**config.mk**
```make
export PLATFORM = sky130hd
export DESIGN_NAME = joystick_input_conditioner
export DESIGN_NICKNAME = d
export VERILOG_FILES = /design/src/rtl/jic_pkg.sv /design/src/rtl/jic_divider.sv /design/src/rtl/jic_axis_lane.sv /design/src/rtl/jic_debounce.sv /design/src/rtl/joystick_input_conditioner.sv
export VERILOG_INCLUDE_DIRS = /design/src /design/src/rtl
export SDC_FILE = /design/constraint.sdc
export NUM_CORES = 2
export LEC_CHECK = 0
export BUFFER_PORTS_ARGS = -buffer_cell sky130_fd_sc_hd__buf_2
export CAP_MARGIN = 30
export CELL_PAD_IN_SITES_DETAIL_PLACEMENT = 0
export CELL_PAD_IN_SITES_GLOBAL_PLACEMENT = 1
export CORE_MARGIN = 2
export CORE_UTILIZATION = 51
export DETAILED_ROUTE_END_ITERATION = 6
export PLACE_DENSITY_LB_ADDON = 0.15
export SETUP_SLACK_MARGIN = 0.5
export SYNTH_ARGS = -nofsm -noshare
export SYNTH_HDL_FRONTEND = slang
export SYNTH_SLANG_ARGS = --single-unit
export TNS_END_PERCENT = 30
```
**constraint.sdc**
```tcl
create_clock -name clk -period 20.6 [get_ports clk]
set_input_delay 1.03 -clock clk [delete_from_list [all_inputs] [get_ports clk]]
set_output_delay 1.03 -clock clk [all_outputs]
set_load 0.02 [all_outputs]
```
**src/rtl/assert_macros.svh**
```systemverilog
// Assertion macros for the joystick input conditioner RTL
`ifndef ASSERT_MACROS_SVH
`define ASSERT_MACROS_SVH
`ifndef SYNTHESIS
`define ASSERT_PROP(label, clk, rst, prop) \
  label: assert property (@(posedge clk) disable iff (rst) (prop)) \
    else $error("joystick conditioner: property failed");
`define ASSERT_NEVER(label, clk, rst, expr) \
  label: assert property (@(posedge clk) disable iff (rst) !(expr)) \
    else $error("joystick conditioner: forbidden condition seen");
`else
`define ASSERT_PROP(label, clk, rst, prop)
`define ASSERT_NEVER(label, clk, rst, expr)
`endif
`endif

```
**src/rtl/jic_pkg.sv**
```systemverilog
// Shared constants and types of the joystick input conditioner
package jic_pkg;

  localparam int AXIS_COUNT    = 4;
  localparam int BUTTON_COUNT  = 4;
  localparam int FIELD_AXES    = 4;
  localparam int FIELD_BUTTONS = 4;

  localparam int CODE_W    = 16;
  localparam int CAL_W     = 48;
  localparam int CMD_W     = 11;
  localparam int TIME_W    = 32;
  localparam int WIN_W     = 16;
  localparam int CFG_IDX_W = 3;

  localparam logic [CFG_IDX_W-1:0] CFG_CAL_LEFT_X  = 3'd0;
  localparam logic [CFG_IDX_W-1:0] CFG_CAL_LEFT_Y  = 3'd1;
  localparam logic [CFG_IDX_W-1:0] CFG_CAL_RIGHT_X = 3'd2;
  localparam logic [CFG_IDX_W-1:0] CFG_CAL_RIGHT_Y = 3'd3;
  localparam logic [CFG_IDX_W-1:0] CFG_DEBOUNCE    = 3'd4;

  // centre 166, minimum 0, maximum 333
  localparam logic [CAL_W-1:0] CAL_RESET      = 48'h00A6_0000_014D;
  localparam logic [WIN_W-1:0] DEBOUNCE_RESET = 16'd100;

  localparam int DIV_NUM_W = 24;
  localparam int DIV_DEN_W = 17;
  localparam int DIV_CNT_W = $clog2(DIV_NUM_W);

  localparam int VAL_W  = 11;
  localparam int DIFF_W = 17;
  localparam int PROD_W = 26;
  localparam int MAP_W  = 26;

  // divide by 160 as a shift by 5 and a reciprocal multiply by 1/5
  localparam int                SCALE_SHIFT = 5;
  localparam int                RECIP_W     = 16;
  localparam logic [RECIP_W-1:0] RECIP_FIVE = 16'd52429;
  localparam int                RECIP_SHIFT = 18;

  localparam int SCALE_DIV   = 160;
  localparam int NARROW_SPAN = 10;
  localparam int NARROW_DEN  = 333;
  localparam int NARROW_GAIN = 1000;
  localparam int HALF_GAIN   = 500;
  localparam int CMD_MIN     = 1000;
  localparam int CMD_MAX     = 2000;
  localparam int CMD_CENTRE  = 1500;
  localparam int DEAD_LO     = 1492;
  localparam int DEAD_HI     = 1508;
  localparam int INVERT_SUM  = 3000;

  typedef struct packed {
    logic busy;
    logic done;
  } lane_status_t;

endpackage

```
**src/rtl/jic_divider.sv**
```systemverilog
// Restoring serial divider, one quotient bit per cycle
module jic_divider import jic_pkg::*; (
  input  logic                 clk,
  input  logic                 rst,
  input  logic                 start,
  input  logic [DIV_NUM_W-1:0] num,
  input  logic [DIV_DEN_W-1:0] den,
  output logic [DIV_NUM_W-1:0] quo,
  output logic                 done
);

  localparam logic [DIV_CNT_W-1:0] LAST_STEP = DIV_CNT_W'(DIV_NUM_W - 1);

  logic                 busy;
  logic [DIV_CNT_W-1:0] cnt;
  logic [DIV_DEN_W-1:0] rem;
  logic [DIV_DEN_W-1:0] divisor;
  logic [DIV_DEN_W:0]   rem_shift;
  logic [DIV_DEN_W:0]   trial;
  logic                 fits;

  assign rem_shift = {rem, quo[DIV_NUM_W-1]};
  assign trial     = rem_shift - {1'b0, divisor};
  assign fits      = !trial[DIV_DEN_W];

  always_ff @(posedge clk) begin
    if (rst) begin
      busy <= 1'b0;
      done <= 1'b0;
      cnt  <= '0;
    end else begin
      done <= 1'b0;
      if (start) begin
        busy <= 1'b1;
        cnt  <= '0;
      end else if (busy) begin
        cnt <= cnt + 1'b1;
        if (cnt == LAST_STEP) begin
          busy <= 1'b0;
          done <= 1'b1;
        end
      end
    end
  end

  always_ff @(posedge clk) begin
    if (start) begin
      rem     <= '0;
      quo     <= num;
      divisor <= den;
    end else if (busy) begin
      rem <= fits ? trial[DIV_DEN_W-1:0] : rem_shift[DIV_DEN_W-1:0];
      quo <= {quo[DIV_NUM_W-2:0], fits};
    end
  end

endmodule

```
**src/rtl/jic_axis_lane.sv**
```systemverilog
// One axis lane: scale, piecewise map, deadband, invert and clamp
module jic_axis_lane import jic_pkg::*; (
  input  logic                     clk,
  input  logic                     rst,
  input  logic                     start,
  input  logic signed [CODE_W-1:0] code,
  input  logic [CAL_W-1:0]         cal,
  output logic [CMD_W-1:0]         cmd,
  output lane_status_t             status
);

  localparam logic [2:0] L_IDLE  = 3'd0;
  localparam logic [2:0] L_SCALE = 3'd1;
  localparam logic [2:0] L_MUL   = 3'd2;
  localparam logic [2:0] L_D2GO  = 3'd3;
  localparam logic [2:0] L_D2    = 3'd4;
  localparam logic [2:0] L_FIN   = 3'd5;
  localparam logic [2:0] L_DONE  = 3'd6;

  logic [2:0] state;

  logic signed [CODE_W-1:0] code_r;
  logic signed [CODE_W+1:0] code_x;
  logic signed [CODE_W+1:0] code3;
  logic                     code3_neg;
  logic [CODE_W+1:0]        code3_mag;
  logic [CODE_W+1-SCALE_SHIFT:0]         code3_top;
  logic [CODE_W+1-SCALE_SHIFT+RECIP_W:0] recip_prod;

  logic signed [CODE_W-1:0] centre;
  logic signed [CODE_W-1:0] lo;
  logic signed [CODE_W-1:0] hi;
  logic signed [DIFF_W-1:0] centre_x;
  logic signed [DIFF_W-1:0] lo_x;
  logic signed [DIFF_W-1:0] hi_x;
  logic signed [DIFF_W-1:0] span_lo;
  logic signed [DIFF_W-1:0] span_hi;
  logic                     narrow;
  logic                     upper;

  logic signed [VAL_W-1:0]  val;
  logic signed [VAL_W-1:0]  q1_s;
  logic signed [DIFF_W-1:0] val_x;
  logic signed [DIFF_W-1:0] diff;
  logic signed [PROD_W-1:0] diff_x;
  logic signed [PROD_W-1:0] gain_x;
  logic signed [PROD_W-1:0] prod;
  logic                     prod_neg;
  logic [PROD_W-1:0]        prod_mag;
  logic [DIV_DEN_W-1:0]     den;
  logic signed [MAP_W-1:0]  base;
  logic signed [MAP_W-1:0]  q2_s;
  logic signed [MAP_W-1:0]  m;
  logic signed [MAP_W-1:0]  m_clamp;
  logic signed [MAP_W-1:0]  m_dead;
  logic signed [MAP_W-1:0]  m_inv;
  logic [CMD_W-1:0]         cmd_next;

  logic                 div_start;
  logic [DIV_NUM_W-1:0] div_num;
  logic [DIV_DEN_W-1:0] div_den;
  logic [DIV_NUM_W-1:0] div_quo;
  logic                 div_done;

  assign centre = cal[47:32];
  assign lo     = cal[31:16];
  assign hi     = cal[15:0];

  assign centre_x = DIFF_W'(centre);
  assign lo_x     = DIFF_W'(lo);
  assign hi_x     = DIFF_W'(hi);
  assign span_lo  = centre_x - lo_x;
  assign span_hi  = hi_x - centre_x;
  assign narrow   = (span_lo < DIFF_W'(NARROW_SPAN)) || (span_hi < DIFF_W'(NARROW_SPAN));

  // code * 3 as shift and add
  assign code_x    = (CODE_W + 2)'(code_r);
  assign code3     = (code_x <<< 1) + code_x;
  assign code3_neg = code3[CODE_W+1];
  assign code3_mag = code3_neg ? -code3 : code3;

  // magnitude / 160: drop 5 bits, then multiply by the reciprocal of 5
  assign code3_top  = code3_mag[CODE_W+1:SCALE_SHIFT];
  assign recip_prod = {{RECIP_W{1'b0}}, code3_top}
                    * {{(CODE_W+2-SCALE_SHIFT){1'b0}}, RECIP_FIVE};

  assign q1_s  = {1'b0, recip_prod[RECIP_SHIFT+VAL_W-2:RECIP_SHIFT]};
  assign val_x = DIFF_W'(val);
  assign upper = val_x >= centre_x;

  always_comb begin
    if (narrow) begin
      diff = val_x;
    end else if (upper) begin
      diff = val_x - centre_x;
    end else begin
      diff = val_x - lo_x;
    end
  end

  assign diff_x = PROD_W'(diff);
  assign gain_x = narrow ? PROD_W'(NARROW_GAIN) : PROD_W'(HALF_GAIN);

  assign prod_neg = prod[PROD_W-1];
  assign prod_mag = prod_neg ? -prod : prod;
  assign q2_s     = MAP_W'(div_quo);

  assign div_start = (state == L_D2GO);
  assign div_num   = prod_mag[DIV_NUM_W-1:0];
  assign div_den   = den;

  always_comb begin
    m_clamp = m;
    if (narrow) begin
      if (m < MAP_W'(CMD_MIN)) begin
        m_clamp = MAP_W'(CMD_MIN);
      end else if (m > MAP_W'(CMD_MAX)) begin
        m_clamp = MAP_W'(CMD_MAX);
      end
    end
    m_dead = m_clamp;
    if (m_clamp > MAP_W'(DEAD_LO) && m_clamp < MAP_W'(DEAD_HI)) begin
      m_dead = MAP_W'(CMD_CENTRE);
    end
    m_inv = MAP_W'(INVERT_SUM) - m_dead;
    if (m_inv < MAP_W'(CMD_MIN)) begin
      cmd_next = CMD_W'(CMD_MIN);
    end else if (m_inv > MAP_W'(CMD_MAX)) begin
      cmd_next = CMD_W'(CMD_MAX);
    end else begin
      cmd_next = m_inv[CMD_W-1:0];
    end
  end

  jic_divider u_div (
    .clk   (clk),
    .rst   (rst),
    .start (div_start),
    .num   (div_num),
    .den   (div_den),
    .quo   (div_quo),
    .done  (div_done)
  );

  always_ff @(posedge clk) begin
    if (rst) begin
      state <= L_IDLE;
    end else begin
      case (state)
        L_IDLE, L_DONE: begin
          if (start) state <= L_SCALE;
        end
        L_SCALE: state <= L_MUL;
        L_MUL:   state <= L_D2GO;
        L_D2GO:  state <= L_D2;
        L_D2: begin
          if (div_done) state <= L_FIN;
        end
        L_FIN:   state <= L_DONE;
        default: state <= L_IDLE;
      endcase
    end
  end

  always_ff @(posedge clk) begin
    if (start && (state == L_IDLE || state == L_DONE)) begin
      code_r <= code;
    end
    if (state == L_SCALE) begin
      val <= code3_neg ? -q1_s : q1_s;
    end
    if (state == L_MUL) begin
      prod <= diff_x * gain_x;
      if (narrow) begin
        den <= DIV_DEN_W'(NARROW_DEN);
      end else if (upper) begin
        den <= span_hi;
      end else begin
        den <= span_lo;
      end
      base <= (narrow || !upper) ? MAP_W'(CMD_MIN) : MAP_W'(CMD_CENTRE);
    end
    if (state == L_D2 && div_done) begin
      m <= prod_neg ? base - q2_s : base + q2_s;
    end
    if (state == L_FIN) begin
      cmd <= cmd_next;
    end
  end

  assign status.busy = (state != L_IDLE) && (state != L_DONE);
  assign status.done = (state == L_DONE);

endmodule

```
**src/rtl/jic_debounce.sv**
```systemverilog
// Button debounce with hold-off window and edge flags
module jic_debounce import jic_pkg::*; (
  input  logic                     clk,
  input  logic                     rst,
  input  logic                     update,
  input  logic [FIELD_BUTTONS-1:0] pins,
  input  logic [TIME_W-1:0]        now,
  input  logic [WIN_W-1:0]         window,
  output logic [FIELD_BUTTONS-1:0] stable_out,
  output logic [FIELD_BUTTONS-1:0] pressed,
  output logic [FIELD_BUTTONS-1:0] released
);

  logic [BUTTON_COUNT-1:0] stable;
  logic [BUTTON_COUNT-1:0] last_level;
  logic [BUTTON_COUNT-1:0] sample;
  logic [BUTTON_COUNT-1:0] take;
  logic [BUTTON_COUNT-1:0] stable_next;
  logic [BUTTON_COUNT-1:0] pressed_r;
  logic [BUTTON_COUNT-1:0] released_r;
  logic [TIME_W-1:0]       last_change [BUTTON_COUNT];
  logic [TIME_W-1:0]       elapsed [BUTTON_COUNT];

  for (genvar i = 0; i < BUTTON_COUNT; i++) begin : g_sample
    if (i < FIELD_BUTTONS) begin : g_pin
      assign sample[i] = pins[i];
    end else begin : g_nopin
      assign sample[i] = 1'b0;
    end
  end

  always_comb begin
    for (int i = 0; i < BUTTON_COUNT; i++) begin
      elapsed[i]     = now - last_change[i];
      take[i]        = elapsed[i] > TIME_W'(window);
      stable_next[i] = take[i] ? sample[i] : stable[i];
    end
  end

  always_ff @(posedge clk) begin
    if (rst) begin
      stable     <= '0;
      last_level <= '0;
      for (int i = 0; i < BUTTON_COUNT; i++) begin
        last_change[i] <= '0;
      end
    end else if (update) begin
      stable <= stable_next;
      for (int i = 0; i < BUTTON_COUNT; i++) begin
        if (take[i] && (sample[i] != last_level[i])) begin
          last_change[i] <= now;
          last_level[i]  <= sample[i];
        end
      end
    end
  end

  always_ff @(posedge clk) begin
    if (update) begin
      pressed_r  <= stable & ~stable_next;
      released_r <= ~stable & stable_next;
    end
  end

  for (genvar j = 0; j < FIELD_BUTTONS; j++) begin : g_out
    if (j < BUTTON_COUNT) begin : g_used
      assign stable_out[j] = stable[j];
      assign pressed[j]    = pressed_r[j];
      assign released[j]   = released_r[j];
    end else begin : g_unused
      assign stable_out[j] = 1'b0;
      assign pressed[j]    = 1'b0;
      assign released[j]   = 1'b0;
    end
  end

endmodule

```
**src/rtl/joystick_input_conditioner.sv**
```systemverilog
// Joystick input conditioner: top level, configuration and result merge
//
// Input channel in_valid/in_ready carries one poll: four signed ADC codes,
// the raw button levels and a millisecond timestamp. Output channel
// out_valid/out_ready returns one result per poll: four commands in
// 1000..2000, the debounced levels and press/release flags.
// Configuration channel cfg_valid/cfg_ready writes cfg_data to register
// cfg_index (0..3 axis calibration, 4 debounce window); cfg_ready is always
// high and other indexes are dropped.
// Each axis lane scales its code and then runs one 24-step serial division;
// once all lanes are done the result is loaded into the output register,
// and the next poll can be taken in the cycle after that load: one poll in
// the lanes at a time.
// A finished result waits in the output register; a new poll is taken while
// it waits, but the lanes cannot hand over the next one until it is taken.
// Reset restores the calibration (centre 166, range 0..333), a 100 ms window,
// clears the debounce state and empties the output register.
`include "assert_macros.svh"
module joystick_input_conditioner import jic_pkg::*; (
  input  logic                     clk,
  input  logic                     rst,
  input  logic                     in_valid,
  output logic                     in_ready,
  input  logic signed [CODE_W-1:0] code_left_x,
  input  logic signed [CODE_W-1:0] code_left_y,
  input  logic signed [CODE_W-1:0] code_right_x,
  input  logic signed [CODE_W-1:0] code_right_y,
  input  logic [FIELD_BUTTONS-1:0] pin_levels,
  input  logic [TIME_W-1:0]        now_ms,
  output logic                     out_valid,
  input  logic                     out_ready,
  output logic [CMD_W-1:0]         cmd_left_x,
  output logic [CMD_W-1:0]         cmd_left_y,
  output logic [CMD_W-1:0]         cmd_right_x,
  output logic [CMD_W-1:0]         cmd_right_y,
  output logic [FIELD_BUTTONS-1:0] stable_levels,
  output logic [FIELD_BUTTONS-1:0] pressed_flags,
  output logic [FIELD_BUTTONS-1:0] released_flags,
  input  logic                     cfg_valid,
  output logic                     cfg_ready,
  input  logic [CFG_IDX_W-1:0]     cfg_index,
  input  logic [CAL_W-1:0]         cfg_data
);

  localparam logic [0:0] ST_IDLE = 1'b0;
  localparam logic [0:0] ST_RUN  = 1'b1;

  logic [0:0]               state;
  logic [CAL_W-1:0]         cal [FIELD_AXES];
  logic [WIN_W-1:0]         debounce_win;
  logic signed [CODE_W-1:0] codes [FIELD_AXES];
  logic [CMD_W-1:0]         lane_cmd [FIELD_AXES];
  lane_status_t             lane_status [FIELD_AXES];
  logic [FIELD_AXES-1:0]    lane_done;
  logic [FIELD_AXES-1:0]    lane_busy;
  logic                     accept;
  logic                     all_done;
  logic                     out_load;
  logic [FIELD_BUTTONS-1:0] db_stable;
  logic [FIELD_BUTTONS-1:0] db_pressed;
  logic [FIELD_BUTTONS-1:0] db_released;

  assign codes[0] = code_left_x;
  assign codes[1] = code_left_y;
  assign codes[2] = code_right_x;
  assign codes[3] = code_right_y;

  assign in_ready  = (state == ST_IDLE);
  assign cfg_ready = 1'b1;
  assign accept    = in_valid && in_ready;
  assign all_done  = &lane_done;
  assign out_load  = (state == ST_RUN) && all_done && (!out_valid || out_ready);

  for (genvar i = 0; i < FIELD_AXES; i++) begin : g_axis
    if (i < AXIS_COUNT) begin : g_lane
      jic_axis_lane u_lane (
        .clk    (clk),
        .rst    (rst),
        .start  (accept),
        .code   (codes[i]),
        .cal    (cal[i]),
        .cmd    (lane_cmd[i]),
        .status (lane_status[i])
      );
    end else begin : g_idle_axis
      assign lane_cmd[i]    = CMD_W'(CMD_CENTRE);
      assign lane_status[i] = '{busy: 1'b0, done: 1'b1};
    end
    assign lane_done[i] = lane_status[i].done;
    assign lane_busy[i] = lane_status[i].busy;
  end

  jic_debounce u_debounce (
    .clk        (clk),
    .rst        (rst),
    .update     (accept),
    .pins       (pin_levels),
    .now        (now_ms),
    .window     (debounce_win),
    .stable_out (db_stable),
    .pressed    (db_pressed),
    .released   (db_released)
  );

  always_ff @(posedge clk) begin
    if (rst) begin
      for (int i = 0; i < FIELD_AXES; i++) begin
        cal[i] <= CAL_RESET;
      end
      debounce_win <= DEBOUNCE_RESET;
    end else if (cfg_valid && cfg_ready) begin
      case (cfg_index)
        CFG_CAL_LEFT_X:  cal[0] <= cfg_data;
        CFG_CAL_LEFT_Y:  cal[1] <= cfg_data;
        CFG_CAL_RIGHT_X: cal[2] <= cfg_data;
        CFG_CAL_RIGHT_Y: cal[3] <= cfg_data;
        CFG_DEBOUNCE:    debounce_win <= cfg_data[WIN_W-1:0];
        default: ;
      endcase
    end
  end

  always_ff @(posedge clk) begin
    if (rst) begin
      state     <= ST_IDLE;
      out_valid <= 1'b0;
    end else begin
      case (state)
        ST_IDLE: begin
          if (accept) state <= ST_RUN;
        end
        ST_RUN: begin
          if (out_load) state <= ST_IDLE;
        end
        default: state <= ST_IDLE;
      endcase
      if (out_load) begin
        out_valid <= 1'b1;
      end else if (out_ready) begin
        out_valid <= 1'b0;
      end
    end
  end

  always_ff @(posedge clk) begin
    if (out_load) begin
      cmd_left_x     <= lane_cmd[0];
      cmd_left_y     <= lane_cmd[1];
      cmd_right_x    <= lane_cmd[2];
      cmd_right_y    <= lane_cmd[3];
      stable_levels  <= db_stable;
      pressed_flags  <= db_pressed;
      released_flags <= db_released;
    end
  end

  `ASSERT_PROP(a_accept_starts_lanes, clk, rst, accept |=> lane_busy[0])
  `ASSERT_NEVER(a_idle_lanes_quiet, clk, rst, (state == ST_IDLE) && (|lane_busy))
  `ASSERT_PROP(a_cmd_range, clk, rst, out_valid |-> (cmd_left_x >= CMD_W'(CMD_MIN) && cmd_left_x <= CMD_W'(CMD_MAX)))
  `ASSERT_NEVER(a_press_low, clk, rst, out_valid && (|(pressed_flags & stable_levels)))

endmodule

```
# Yosys cells after proc, flatten, opt, wreduce, memory -nomap -nowiden
# Memories as Yosys holds them, arrays and structs flattened.
# Index checks and enable logic that the tools add are counted.
[classes] n_eq_ne=44 bitwise_logic=17 order_cmp=40 add_sub_neg=56 mux=144 n_mul=8 reduce_logical=77
[op_table] cell="26-bit 2-to-1 mux" count=20
[op_table] cell="26-bit by 12-bit > comparator with 1-bit output (second input constant)" count=12
[op_table] cell="24-bit 2-to-1 mux" count=12
[op_table] cell="17-bit 2-to-1 mux" count=16
[op_table] cell="26-bit by 11-bit less-than comparator with 1-bit output (second input constant)" count=8
[op_table] cell="48-bit 2-to-1 mux" count=4
[op_table] cell="17-bit by 5-bit less-than comparator with 1-bit output (second input constant)" count=8
[op_table] cell="11-bit by 16-bit subtractor with 17-bit output" count=8
[op_table] cell="16-bit by 16-bit subtractor with 17-bit output" count=8
[op_table] cell="32-bit by 16-bit > comparator with 1-bit output" count=4
[op_table] cell="32-bit 2-to-1 mux" count=4
[op_table] cell="32-bit subtractor" count=4
[op_table] cell="13-bit by 16-bit multiplier with 28-bit output (second input constant)" count=4
[op_table] cell="26-bit by 25-bit adder with 26-bit output" count=4
[op_table] cell="26-bit by 12-bit less-than comparator with 1-bit output (second input constant)" count=4
[op_table] cell="17-bit by 11-bit multiplier with 26-bit output" count=4
[op_table] cell="13-bit by 26-bit subtractor with 26-bit output (first input constant)" count=4
[op_table] cell="26-bit by 25-bit subtractor with 26-bit output" count=4
[op_table] cell="24-bit negator" count=4
[op_table] cell="11-bit 2-to-1 mux" count=8
[op_table] cell="10-bit 2-to-1 mux" count=8
[op_table] cell="17-bit by 16-bit adder with 18-bit output" count=4
[op_table] cell="18-bit 2-to-1 mux" count=4
[op_table] cell="18-bit negator" count=4
[op_table] cell="other kinds (28)" count=222
[word_totals] wordCells=469 ramBits=320 out_inout_bits=59 reg_bits=894 n_memories=2 input_bits=156
[mem_list] name="cal" depth=4 word_bits=48 read_ports=4 rd_clocked_by_memory_dff=0 wr=4 line="joystick_input_conditioner.sv:49" text="logic [CAL_W-1:0] cal [FIELD_AXES];"
[mem_list] name="u_debounce.last_change" depth=4 word_bits=32 read_ports=4 rd_clocked_by_memory_dff=0 wr=4 line="jic_debounce.sv:21" text="logic [TIME_W-1:0] last_change [BUTTON_COUNT];"

# Depth between registers and ports, before layout
# An unclocked memory read counts as a cell.
[logic_depth] word_depth=11 ltp_mapped=45 mapped_depth_nobuf=44

# By module
# Synthesis repeated with hierarchy kept, for this count alone.
[unflattened] cells_unflattened=11702 hier_area_um2=110293.3
[by_module_without_submodules] mod="jic_axis_lane at g_axis[3].g_lane.u_lane" n_inst=1 area_per_inst_um2=17880.9 cells_per_inst=2041 seq_area_each_um2=3243.1
[by_module_without_submodules] mod="jic_axis_lane at g_axis[2].g_lane.u_lane" n_inst=1 area_per_inst_um2=17775.8 cells_per_inst=2021 seq_area_each_um2=3243.1
[by_module_without_submodules] mod="jic_axis_lane at g_axis[1].g_lane.u_lane" n_inst=1 area_per_inst_um2=17757.0 cells_per_inst=2011 seq_area_each_um2=3243.1
[by_module_without_submodules] mod="jic_axis_lane at g_axis[0].g_lane.u_lane" n_inst=1 area_per_inst_um2=17556.8 cells_per_inst=2003 seq_area_each_um2=3243.1
[by_module_without_submodules] mod="jic_debounce" n_inst=1 area_per_inst_um2=15235.9 cells_per_inst=1805 seq_area_each_um2=4244.1
[by_module_without_submodules] mod="jic_divider at g_axis[1].g_lane.u_lane.u_div ..." n_inst=3 area_per_inst_um2=3453.3 cells_per_inst=301 seq_area_each_um2=1711.6
[by_module_without_submodules] mod="joystick_input_conditioner" n_inst=1 area_per_inst_um2=10284.9 cells_per_inst=617 seq_area_each_um2=7807.5
[by_module_without_submodules] mod="jic_divider at g_axis[0].g_lane.u_lane.u_div" n_inst=1 area_per_inst_um2=3442.1 cells_per_inst=301 seq_area_each_um2=1711.6

# Least setup slack after synthesis
# No wires, ideal clock.
[synth_timing] path_type="reg2reg" from="memory cal[1][32]" to="register g_axis[1].g_lane.u_lane.prod[25], data pin" n_path_buf=2 setup_slack_ps=11007 period_less_slack_ps=9593 required_time_ps=20342 setup_time_ps=258 path_stages_with_launch=40 t_arrival_ps=9335 path_cell_list="edfxtp_1 -> ha_1 -> fa_1 -> nor2b_4 -> o21ai_2 -> o22ai_1 -> o221a_1 -> o211ai_1 -> or4b_1 -> or4b_4 -> o41a_4 -> nand2_1 -> clkbuf_1 -> clkbuf_1 -> nand2_1 -> o21ai_0 -> inv_1 -> fa_1 -> [4 not listed] -> ha_1 -> ha_1 -> a21o_1 -> a21oi_1 -> o21bai_1 -> a21oi_1 -> o21bai_1 -> a21oi_1 -> o21bai_1 -> a21oi_1 -> o21bai_1 -> a21oi_1 -> o21bai_1 -> a21oi_1 -> nor2b_1 -> o21a_1 -> o41a_1 -> xnor2_1"
[synth_lines] element="start, declared" line="joystick_input_conditioner.sv:49"
[synth_lines] element="end signal, assigned" line="jic_axis_lane.sv:173" text="prod <= diff_x * gain_x;"
[synth_lines] element="end, declared" line="jic_axis_lane.sv:47" text="logic signed [PROD_W-1:0] prod;"

==> results.sh <==
export IMPL_crit_arrival_ns=11.10
export IMPL_cts_made_buffers=136
export IMPL_yosysTopAreaCellShare_pct=27.93
export IMPL_hp_class="in2reg"
export IMPL_synth_xor_area_share_pct=6.329
export IMPL_cp_slowest_cell="a31oi_1"
export IMPL_cts_tree="built"
export IMPL_holdWs_ns=0.4021
export IMPL_antenna_found_initial=35
export IMPL_die_h_um=456.6
export IMPL_h_tree_depth=4
export IMPL_wl_per_cell_um=18.79
export IMPL_status="completed"
export IMPL_yosysWarnings=0
export IMPL_nets=13360
export IMPL_synthAdderAreaFrac_pct=25.68
export IMPL_n_fill_cell=18410
export IMPL_core_area_mm2=0.2042
export IMPL_grt_max_degree=68
export IMPL_end_kind="flop"
export IMPL_cts_hold_buf=0
export IMPL_place_ws_ns=10.19
export IMPL_clock_root_buffer="clkbuf_16"
export IMPL_yosys_area_share_simple_pct=14.36
export IMPL_place_area_mm2=0.1086
export IMPL_reg2reg_depth=37
export IMPL_grt_util_all_layers_pct=25.45
export IMPL_maxSlewHeadroom_pct=31.00
export IMPL_gp_congestion=0.9385
export IMPL_place_hpwl_um=216700
export IMPL_cts_setup_buffers=0
export IMPL_drc_errors=0
export IMPL_grt_pass1_wl_um=424200
export IMPL_synthArstFlopShare_pct=0
export IMPL_yosys_cell_types_count=114
export IMPL_synth_flop_cell="edfxtp_1"
export IMPL_worst_pin_slew_ns=1.024
export IMPL_ys_ff_latch=1106
export IMPL_viasPerCell=5.544
export IMPL_syn_area_per_cell_um2=9.289
export IMPL_max_cap_violations=0
export IMPL_fp_dieArea_mm2=0.2085
export IMPL_path_clk_slew_ns=0.06
export IMPL_postRouteAntennaNets=0
export IMPL_whs_path_depth=1
export IMPL_clk_latency_ns=0.80
export IMPL_finalSetupViolations=0
export IMPL_synth_top_cell_by_area="edfxtp_1"
export IMPL_fin_ws_ns=10.04
export IMPL_syn_to_final_growth_pct=8.659
export IMPL_drt_wl_total_um=267000
export IMPL_synth_area_top_cells="edfxtp_1, ha_1, fa_1"
export IMPL_synth_compound_area_share_pct=14.44
export IMPL_drtPass1Iterations=6
export IMPL_crit_required_ns=21.14
export IMPL_synth_top_family_by_area="adder cells"
export IMPL_drt_iter0_markers=5277
export IMPL_ios=215
export IMPL_criticalPathCategory="reg2reg"
export IMPL_post_cts_resized=0
export IMPL_startpoint_type="flop"
export IMPL_synth_common_cells="inv_1, ha_1, edfxtp_1"
export IMPL_start_util_pct=51.18
export IMPL_period_needed_ns=10.56
export IMPL_port_buffers=213
export IMPL_final_max_slew_viol_count=0
export IMPL_drive_gt1_share_pct=6.150
export IMPL_vias=78790
export IMPL_final_cell_area_mm2=0.1135
export IMPL_post_route_period_util_pct=51.25
export IMPL_synthesis_area_mm2=0.1045
export IMPL_crit_top_cell="a21oi_1"
export IMPL_finClkSkew_ns=0.04544
export IMPL_synth_edff_count=972
export IMPL_seq_area_frac_synth_pct=30.50
export IMPL_syn_inst=11250
export IMPL_setup_tns_ns=0
export IMPL_fmax_mhz=94.72
export IMPL_hold_viol=0
export IMPL_core_rowCount=166
export IMPL_ctsLongestPathBuffers=3
export IMPL_grt_overflow=0
export IMPL_grt_pass1_vias=77800
export IMPL_rsz0062_at_grt="false"
export IMPL_muxShareOfSynthArea_pct=1.358
export IMPL_clock_sinks=1106
export IMPL_die_w_um=456.6
export IMPL_max_stage_delay_ns=0.72
export IMPL_cp_max_fo=35
export IMPL_yosys_cell_count_top_type="inv_1"
cells in the final DEF, fill, tap and decap left out, types with 65 or more instances in the layout:
cell       instances
buf_2            213
nor2_1           711
nand4_1           82
a211oi_1          80
o21a_1           114
clkbuf_16        139
o21ai_0          645
xor2_1           267
nor3_1           171
a31oi_1           65
ha_1            1285
nand2_1          745
mux2i_1          126
edfxtp_1         972
or3_1            106
nor2b_1          129
inv_1           1727
o31ai_1           70
dfxtp_1          134
or2_2             94
and3_1           124
a21boi_0          79
o21bai_1          88
xnor2_1          483
a21o_1           150
nand3_1          133
a21oi_1          694
nand2b_1         170
fa_1             537
and2_1           291
metal layers:
layer	up-vias	track usage, %	part of all wire (%)
met5	-	0	0.053
met4	22	7.616	2.6
met3	355	3.332	4.8
met2	1702	41.86	46
met1	37620	34.95	46
li1	39100	-	-
cell families after synthesis:
logic type                 after synthesis
and+or+nand+nor                       2993
AOI/OAI and AO/OA                     2399
buffers and inverters                 2032
adders and majority gates             1822
DFF                                   1106
xor gates and xnor gates               755
muxes                                  140
other                                    2
registers in the layout (all words and copies together), names as in the netlist, 12 cells and up:
name,count
g_axis.g_lane.u_lane.val,44
debounce_win,16
g_axis.g_lane.u_lane.m,104
g_axis.g_lane.u_lane.u_div.cnt,20
g_axis.g_lane.u_lane.u_div.rem,68
g_axis.g_lane.u_lane.den,68
g_axis.g_lane.u_lane.cmd,44
u_debounce.last_change,128
g_axis.g_lane.u_lane.u_div.divisor,68
g_axis.g_lane.u_lane.state,12
g_axis.g_lane.u_lane.u_div.quo,96
g_axis.g_lane.u_lane.code_r,64
g_axis.g_lane.u_lane.prod,92
cal,192
final timing paths:
kind	startpoint	endpoint	slack [ns]
worst min-delay path	code_right_y[2]	g_axis[3].g_lane.u_lane.code_r[2]$_DFFE_PP_	0.40
worst min register to register	u_debounce.released[2]$_DFFE_PP_	released_flags[2]$_DFFE_PP_	0.41
worst max register to register	cal[0][32]$_SDFFCE_PN0P_	g_axis[0].g_lane.u_lane.prod[25]$_DFFE_PN_	10.04
worst max-delay path	cal[0][32]$_SDFFCE_PN0P_	g_axis[0].g_lane.u_lane.prod[25]$_DFFE_PN_	10.04
layout make-up:
type	instances	area, um2	area share (%)
multi-input combinational	8122	65190	57.42
sequential	1106	31870	28.07
inverter	1729	6490	5.716
clock buffer	168	3677	3.239
tap	2688	3363	2.962
timing repair buffer	290	1799	1.585
clock inverter	81	1080	0.9511
antenna	27	67.56	0.05951
critical path: cells and delay by family (launching register included):
family	cells	cell delay (ns)
buf+inv	3	0.50
simple gates	6	1.43
fa+ha+maj	8	3.28
xor+xnor	1	0.13
compound gates	19	4.50
flops	1	0.42
metrics by stage:
| stage | std cells | utilization [%] |
|---|---|---|
| final | 14210 | 55.61 |
| after floorplan | 11260 | - |
| after global routing | 14190 | 55.59 |
| after detailed placement | 13930 | 53.20 |
| after global placement | 13920 | 53.10 |
| after CTS | 14180 | 55.53 |
Power is not shown: default switching activity piles up to over one toggle a cycle in this logic, so the estimate is an artifact.
